<file path="config.mk">
export PLATFORM = sky130hd
export DESIGN_NAME = homopolymer_read_classifier_top
export DESIGN_NICKNAME = d
export VERILOG_FILES = /design/src/rtl/hrc_pkg.sv /design/src/rtl/hrc_run_tracker.sv /design/src/rtl/hrc_judge.sv /design/src/rtl/homopolymer_read_classifier_top.sv
export SDC_FILE = /design/constraint.sdc
export NUM_CORES = 1
export LEC_CHECK = 0
export BUFFER_PORTS_ARGS = -buffer_cell sky130_fd_sc_hd__buf_2
export CAP_MARGIN = 20
export CORE_UTILIZATION = 55
export CTS_CLUSTER_SIZE = 40
export DETAILED_ROUTE_END_ITERATION = 8
export GPL_ROUTABILITY_DRIVEN = 0
export PLACE_DENSITY = 0.69
export SYNTH_ARGS = -nofsm -noshare
export SYNTH_HDL_FRONTEND = slang
export SYNTH_SLANG_ARGS = --single-unit
</file>
<file path="constraint.sdc">
create_clock -name clock -period 16.59 [get_ports clock]
set_input_delay 4.1475 -clock clock [delete_from_list [all_inputs] [get_ports clock]]
set_output_delay 4.1475 -clock clock [all_outputs]
set_load 0.01 [all_outputs]
</file>
<file path="src/rtl/hrc_pkg.sv">
// hrc_pkg: shared types, constants and the character decoder for the
// homopolymer read classifier. No dependencies.
`default_nettype none

package hrc_pkg;

   // read length limit and derived counter width
   localparam int MaxReadLen = 1024;
   localparam int LenWidth   = $clog2(MaxReadLen + 1);
   localparam int ReadLenW   = 11;
   localparam int ThrWidth   = 7;
   localparam int ProdWidth  = LenWidth + ThrWidth;
   localparam int NumBases   = 4;

   // threshold reset value and the scale of the share test
   localparam logic [ThrWidth-1:0] ThrReset = 7'd89;
   localparam logic [ThrWidth-1:0] Hundred  = 7'd100;

   // base codes, order of the run cycle
   localparam logic [1:0] BaseT = 2'd0;
   localparam logic [1:0] BaseA = 2'd1;
   localparam logic [1:0] BaseC = 2'd2;
   localparam logic [1:0] BaseG = 2'd3;

   // ascii characters
   localparam logic [7:0] CharT = 8'h54;
   localparam logic [7:0] CharA = 8'h41;
   localparam logic [7:0] CharC = 8'h43;
   localparam logic [7:0] CharG = 8'h47;
   localparam logic [7:0] CharN = 8'h4E;

   typedef struct packed {
      logic [7:0] base_char;
      logic       last;
   } req_type;

   typedef struct packed {
      logic                is_simple;
      logic [1:0]          simple_base;
      logic [ReadLenW-1:0] read_length;
      logic                invalid_char;
      logic                too_long;
   } rsp_type;

   typedef struct packed {
      logic [1:0] code;
      logic       is_n;
      logic       is_bad;
   } decoded_type;

   // read totals after closing the open run
   typedef struct packed {
      logic [NumBases-1:0][LenWidth-1:0] longest;
      logic [LenWidth-1:0]               length;
      logic                              invalid;
      logic                              overflow;
   } summary_type;

   function automatic decoded_type decode_char(input logic [7:0] ch);
      decoded_type d;
      d = '{code: BaseT, is_n: 1'b0, is_bad: 1'b0};
      case (ch)
         CharT: d.code = BaseT;
         CharA: d.code = BaseA;
         CharC: d.code = BaseC;
         CharG: d.code = BaseG;
         CharN: d.is_n = 1'b1;
         default: d.is_bad = 1'b1;
      endcase
      return d;
   endfunction

endpackage

`default_nettype wire

</file>
<file path="src/rtl/hrc_run_tracker.sv">
// hrc_run_tracker: per-read run state, longest runs per base and length count.
// Depends on hrc_pkg.
`default_nettype none

module hrc_run_tracker (
   input  wire logic                 clock,
   input  wire logic                 reset,
   input  wire logic                 step,
   input  wire hrc_pkg::req_type     item,
   output hrc_pkg::summary_type      summary
);

   localparam logic [hrc_pkg::LenWidth-1:0] MaxLen =
      hrc_pkg::LenWidth'(hrc_pkg::MaxReadLen);

   logic [1:0]                                           phase_ff, phase_in;
   logic [hrc_pkg::LenWidth-1:0]                         run_ff, run_in;
   logic [hrc_pkg::NumBases-1:0][hrc_pkg::LenWidth-1:0]  longest_ff, longest_in;
   logic [hrc_pkg::NumBases-1:0][hrc_pkg::LenWidth-1:0]  closed;
   logic [hrc_pkg::LenWidth-1:0]                         len_ff, len_in;
   logic                                                 inv_ff, inv_in;
   logic                                                 ovf_ff, ovf_in;
   hrc_pkg::decoded_type                                 dec;

   // next state for one character
   always_comb begin
      dec        = hrc_pkg::decode_char(item.base_char);
      phase_in   = phase_ff;
      run_in     = run_ff;
      longest_in = longest_ff;
      len_in     = len_ff;
      inv_in     = inv_ff;
      ovf_in     = ovf_ff;

      // saturating length
      if (len_ff >= MaxLen) begin
         ovf_in = 1'b1;
      end else begin
         len_in = len_ff + 1'b1;
      end

      // run update
      if (dec.is_bad) begin
         inv_in = 1'b1;
      end else if (dec.is_n || (dec.code == phase_ff)) begin
         if (run_ff < MaxLen) begin
            run_in = run_ff + 1'b1;
         end
      end else begin
         if (run_ff > longest_ff[phase_ff]) begin
            longest_in[phase_ff] = run_ff;
         end
         phase_in = dec.code;
         run_in   = hrc_pkg::LenWidth'(1);
      end

      // close the open run for the end-of-read report
      closed = longest_in;
      if (run_in > longest_in[phase_in]) begin
         closed[phase_in] = run_in;
      end

      summary.longest  = closed;
      summary.length   = len_in;
      summary.invalid  = inv_in;
      summary.overflow = ovf_in;
   end

   // state registers, cleared at the end of each read
   always_ff @(posedge clock) begin
      if (reset || (step && item.last)) begin
         phase_ff   <= hrc_pkg::BaseT;
         run_ff     <= '0;
         longest_ff <= '0;
         len_ff     <= '0;
         inv_ff     <= 1'b0;
         ovf_ff     <= 1'b0;
      end else if (step) begin
         phase_ff   <= phase_in;
         run_ff     <= run_in;
         longest_ff <= longest_in;
         len_ff     <= len_in;
         inv_ff     <= inv_in;
         ovf_ff     <= ovf_in;
      end
   end

endmodule

`default_nettype wire

</file>
<file path="src/rtl/hrc_judge.sv">
// hrc_judge: share test of the longest runs against the threshold, result build.
// Depends on hrc_pkg.
`default_nettype none

module hrc_judge (
   input  wire hrc_pkg::summary_type           summary,
   input  wire logic [hrc_pkg::ThrWidth-1:0]   threshold,
   output hrc_pkg::rsp_type                    result
);

   logic [hrc_pkg::ProdWidth-1:0]                        limit;
   logic [hrc_pkg::NumBases-1:0][hrc_pkg::ProdWidth-1:0] scaled;
   logic [hrc_pkg::NumBases-1:0]                         over;

   // threshold times length, and 100 times each longest run
   always_comb begin
      limit = hrc_pkg::ProdWidth'(threshold) * hrc_pkg::ProdWidth'(summary.length);
      for (int i = 0; i < hrc_pkg::NumBases; i++) begin
         scaled[i] = hrc_pkg::ProdWidth'(summary.longest[i])
                     * hrc_pkg::ProdWidth'(hrc_pkg::Hundred);
         over[i]   = scaled[i] > limit;
      end
   end

   // priority A, C, G, T; an invalid character blocks the test
   always_comb begin
      result.is_simple    = 1'b0;
      result.simple_base  = hrc_pkg::BaseT;
      result.read_length  = hrc_pkg::ReadLenW'(summary.length);
      result.invalid_char = summary.invalid;
      result.too_long     = summary.overflow;
      if (!summary.invalid) begin
         if (over[hrc_pkg::BaseA]) begin
            result.is_simple   = 1'b1;
            result.simple_base = hrc_pkg::BaseA;
         end else if (over[hrc_pkg::BaseC]) begin
            result.is_simple   = 1'b1;
            result.simple_base = hrc_pkg::BaseC;
         end else if (over[hrc_pkg::BaseG]) begin
            result.is_simple   = 1'b1;
            result.simple_base = hrc_pkg::BaseG;
         end else if (over[hrc_pkg::BaseT]) begin
            result.is_simple   = 1'b1;
            result.simple_base = hrc_pkg::BaseT;
         end
      end
   end

endmodule

`default_nettype wire

</file>
<file path="src/rtl/homopolymer_read_classifier_top.sv">
// homopolymer_read_classifier_top: input register, run tracker, share test and
// result register. Depends on hrc_pkg, hrc_run_tracker and hrc_judge.
//
// Usage: one ASCII read character per req beat, last set on the final one.
// A read ending beat yields one rsp beat with the simple flag, the firing
// base, the saturated length and the invalid and too-long flags; other beats
// yield nothing. The threshold in hundredths is written through csr_; the user
// must write it only while the block is idle, which the block does not enforce.
// Reset sets it to 89. Throughput: one character per cycle, sustained, while no
// read end waits on a stalled result, set by the run update between the input
// register and the state registers. A last character's verdict passes the
// input register, then the result register, on its way to rsp.
// Reset clears all read state and both registers' valid flags, and returns
// the threshold to 89.
// When the receiver stalls, the result register holds; further characters
// keep flowing until a second read end reaches the input register, which
// then waits and drops req_ready until the pending result is taken.
`default_nettype none

module homopolymer_read_classifier_top (
   input  wire logic                            clock,
   input  wire logic                            reset,
   input  wire logic                            req_valid,
   output logic                                 req_ready,
   input  wire hrc_pkg::req_type                req_payload,
   output logic                                 rsp_valid,
   input  wire logic                            rsp_ready,
   output hrc_pkg::rsp_type                     rsp_payload,
   input  wire logic                            csr_write_enable,
   input  wire logic [hrc_pkg::ThrWidth-1:0]    csr_write_data
);

   logic                           thr_write;
   logic [hrc_pkg::ThrWidth-1:0]   threshold_ff;
   logic                           s1_valid_ff, s1_valid_in;
   hrc_pkg::req_type               s1_ff;
   logic                           s1_fire;
   logic                           rsp_valid_ff, rsp_valid_in;
   hrc_pkg::rsp_type               rsp_ff;
   hrc_pkg::summary_type           summary;
   hrc_pkg::rsp_type               result;

   assign thr_write = csr_write_enable;

   // threshold register
   always_ff @(posedge clock) begin
      if (reset) begin
         threshold_ff <= hrc_pkg::ThrReset;
      end else if (thr_write) begin
         threshold_ff <= csr_write_data;
      end
   end

   // input stage advances unless a read end meets a full, stalled result
   assign s1_fire   = s1_valid_ff && (!s1_ff.last || !rsp_valid_ff || rsp_ready);
   assign req_ready = !s1_valid_ff || s1_fire;

   always_comb begin
      s1_valid_in = s1_valid_ff;
      if (req_valid && req_ready) begin
         s1_valid_in = 1'b1;
      end else if (s1_fire) begin
         s1_valid_in = 1'b0;
      end
   end

   always_ff @(posedge clock) begin
      if (reset) begin
         s1_valid_ff <= 1'b0;
      end else begin
         s1_valid_ff <= s1_valid_in;
      end
   end

   always_ff @(posedge clock) begin
      if (req_valid && req_ready) begin
         s1_ff <= req_payload;
      end
   end

   // run state
   hrc_run_tracker u_tracker (
      .clock   (clock),
      .reset   (reset),
      .step    (s1_fire),
      .item    (s1_ff),
      .summary (summary)
   );

   // share test
   hrc_judge u_judge (
      .summary   (summary),
      .threshold (threshold_ff),
      .result    (result)
   );

   // result register
   always_comb begin
      rsp_valid_in = rsp_valid_ff;
      if (s1_fire && s1_ff.last) begin
         rsp_valid_in = 1'b1;
      end else if (rsp_ready) begin
         rsp_valid_in = 1'b0;
      end
   end

   always_ff @(posedge clock) begin
      if (reset) begin
         rsp_valid_ff <= 1'b0;
      end else begin
         rsp_valid_ff <= rsp_valid_in;
      end
   end

   always_ff @(posedge clock) begin
      if (s1_fire && s1_ff.last) begin
         rsp_ff <= result;
      end
   end

   assign rsp_valid   = rsp_valid_ff;
   assign rsp_payload = rsp_ff;

endmodule

`default_nettype wire

</file>
==> results.md <==
- Startpoint types: flip-flop
- CP max stage delay: 0.98 ns
- Sw Share: 32.6%
- Dpl ws: 5.98 ns
- Most common cell on crit path: ha_1
- CTS Buffer Depth: 2
- Dpl cells: 2028
- ANT cells: 0
- Setup_tns: 0 ns
- Vias: 12400
- Initial core utilization: 56.0%
- Fin nets: 2065
- M1 GR Usage: 36.2%
- Row count: 59
- Flip-flop and latch area: 2330 um^2
- Full die area: 27100 um^2
- Min Tclk post-route: 10.69 ns
- Status: finished, final reports clean
- Clock Power Share: 36.8%
- Layout Area Growth over Synthesis: 5.87%
- Initial DRC count: 1075
- ANT nets after route: 0
- Pre-antenna DRT Iters: 5
- Syn nets: 2056
- Max Clock Freq: 93.6 MHz
- Max cap viols: 0
- Leakage: 7.87 nW
- Routing usage on met2: 49.7%
- Async S/R FF share, synth: 0%
- Final Non-Filler Cells: 2045
- Clock latency on the worst-skew pair: 0.36 ns
- Sequential Power Share: 43.3%
- Filler instances: 2330
- Clock Pin Slew Worst Setup and Hold Paths: 0.09 ns
- Vias per inst: 6.05
- Cell area after synthesis: 14600 um^2
- Skew final: 0.0137 ns
- Final setup fails: 0
- CP endpoint kind: flip-flop
- Most frequent cells in the layout: ha_1 (273), nand2_1 (192), inv_1 (187), a21oi_1 (104), mux2i_1 (92)
- Slew headroom: 33.2%
- Final hold violations: 0
- Drc violations: 0
- Layout cells sized above 1: 8.25%
- Total power: 627 uW
- RSZ-0062 raised after global routing: no
- Post-CTS Setup Bufs: 0
- Final setup margin: 5.90 ns
- Wire length per cell: 18.9 um
- Maximum vdd drop: 76.3 uV
- Area of the multi-input gates: 11200 um^2
- Most used routing layer: met2
- First-pass GRT wire length: 61000 um
- Slew @ Worst Pin: 0.994 ns
- Tcrit/Tclk final: 64.4%
- Largest net degree at the start of global routing: 71
- Worst Path Max Fanout: 25
- I/O pin total: 39
- Syn_area_per_cell: 8.58 um^2
- CP required: 16.71 ns
- Initial antenna violation count: 0
- Yosys synthesis warning count: 0
- Pwr/cell area: 40.7 nW/um^2
- H-tree depth: 3
- Grt ovf: 0
- CTS Buf Count: 9
- Root Buffer Master: clkbuf_16
- Share of the yosys chip area belonging to registers: 16.0%
- Total Wirelength: 38700 um
- Port bufs: 38
- Post-CTS Hold Buffers: 0
- Slew Limit Fails: 0
- Detailed Place HPWL: 30800 um
- Synth Flop Type: dfxtp_1
- Critical path class: flip-flop to flip-flop
- Library cells used by synthesis: 83
- Synth Instances: 1696
- Vias in the first global route: 11700
- Resized cells post-CTS: 0
- Combinational power share: 19.9%
- Gr usage total: 28.9%
- CTS tree: done
- Met3 Usage GRT: 4.19%
- Worst min-delay path class: flip-flop to flip-flop
- #FFs+latches synth: 104
- Commonest non-fill, non-tap cell in the layout: ha_1
- Power Internal: 423 uW
- Switching Power: 204 uW
- Sink Count: 104
- Slowest stage cell on the critical path: dfxtp_1
- Critical path arrival: 10.80 ns
- Die height: 165 um
- Fin util: 59.3%
- Core ar.: 26000 um^2
- Die X: 165 um
- Post-synth EDFFs: 25
stage by stage:
stage / instance area, um^2 / hold slack [ns]
2_1_floorplan: 14600 / 0.429
3_3_place_gp: 15100 / 0.447
3_5_place_dp: 15100 / 0.447
4_1_cts: 15400 / 0.469
5_1_grt: 15400 / 0.520
6_report: 15400 / 0.466
state kept, by name (all words and copies together), names as in the netlist:
name and count:
u_tracker.phase_ff 2, u_tracker.run_ff 11, rsp_valid 1, u_tracker.longest_ff 44, threshold_ff 7, u_tracker.ovf_ff 1
u_tracker.len_ff 11, s1_ff 9, s1_valid_ff 1, u_tracker.inv_ff 1, rsp_payload 16
per-layer routing:
| layer | wire, um | share of wire [%] | vias to the layer above |
|---|---|---|---|
| met2 | 18200 | 47 | 445 |
| met4 | 1550 | 4.0 | 0 |
| met1 | 16400 | 42 | 5859 |
| li1 | - | - | 5958 |
| met3 | 2560 | 6.6 | 108 |
| met5 | 0 | 0 | - |
kinds of logic after synthesis:
logic type                 share of synthesized area (%)
DFF                                                 16.0
xor gates and xnor gates                            4.21
AOI/OAI and AO/OA                                   13.5
adders and majority gates                           32.5
muxes                                               9.38
buffers and inverters                               7.02
and+or+nand+nor                                     17.3
power groups by stage:
stage | registers, mW | clock network [mW] | logic, mW
floorplan | 0.272 | 0 | 0.0934
global placement | 0.278 | 0 | 0.119
detailed placement | 0.278 | 0 | 0.121
CTS | 0.272 | 0.232 | 0.123
global route | 0.272 | 0.241 | 0.139
finish | 0.272 | 0.231 | 0.125
synthesized netlist by cell type, drive strengths merged (10+ instances only):
cell type  instances  area (um^2)
nor2              79          299
buf               27          158
nand2b            15         93.8
o21a              26          195
dfxtp             79         1580
nor4              21          176
and2              36          225
nand3             36          180
nand4             24          150
nor2b             20          125
o211ai            13         97.6
fa                66         1320
xor2              33          289
mux2              11          124
ha               273         3420
a211oi            10         75.1
a21oi            106          538
nand2            192          721
a21o              33          248
xnor2             37          324
o21ai             44          224
nor3              31          155
mux2i             96          993
edfxtp            25          751
clkbuf            41          155
inv              189          709
mux4              11          248
or2               16          100
cell type report:
type	instances	share of cell area [%]
clock buffer	9	1.46
clock inverter	7	0.593
inverter	189	4.60
multi-input combinational	1335	72.8
sequential	104	15.1
tap	335	2.72
timing repair buffer	66	2.73
worst paths after layout:
kind	start	to	slack [ns]	cells past startpoint
max	u_tracker.phase_ff[1]	rsp_payload[13]	5.90	37
min	u_tracker.ovf_ff	u_tracker.ovf_ff	0.47	2
max reg2reg	u_tracker.phase_ff[1]	rsp_payload[13]	5.90	37
min reg2reg	u_tracker.ovf_ff	u_tracker.ovf_ff	0.47	2
worst max-delay path, delay by kind of cell, from the launching register on:
family / cells / cell delay [ns]
DFF: 1 / 0.98
muxes: 3 / 1.14
AOI/OAI and AO/OA: 15 / 2.62
buffers and inverters: 4 / 0.35
and+or+nand+nor: 8 / 3.03
adders and majority gates: 7 / 2.29
No activity file was read; power rests on OpenSTA's default activity.
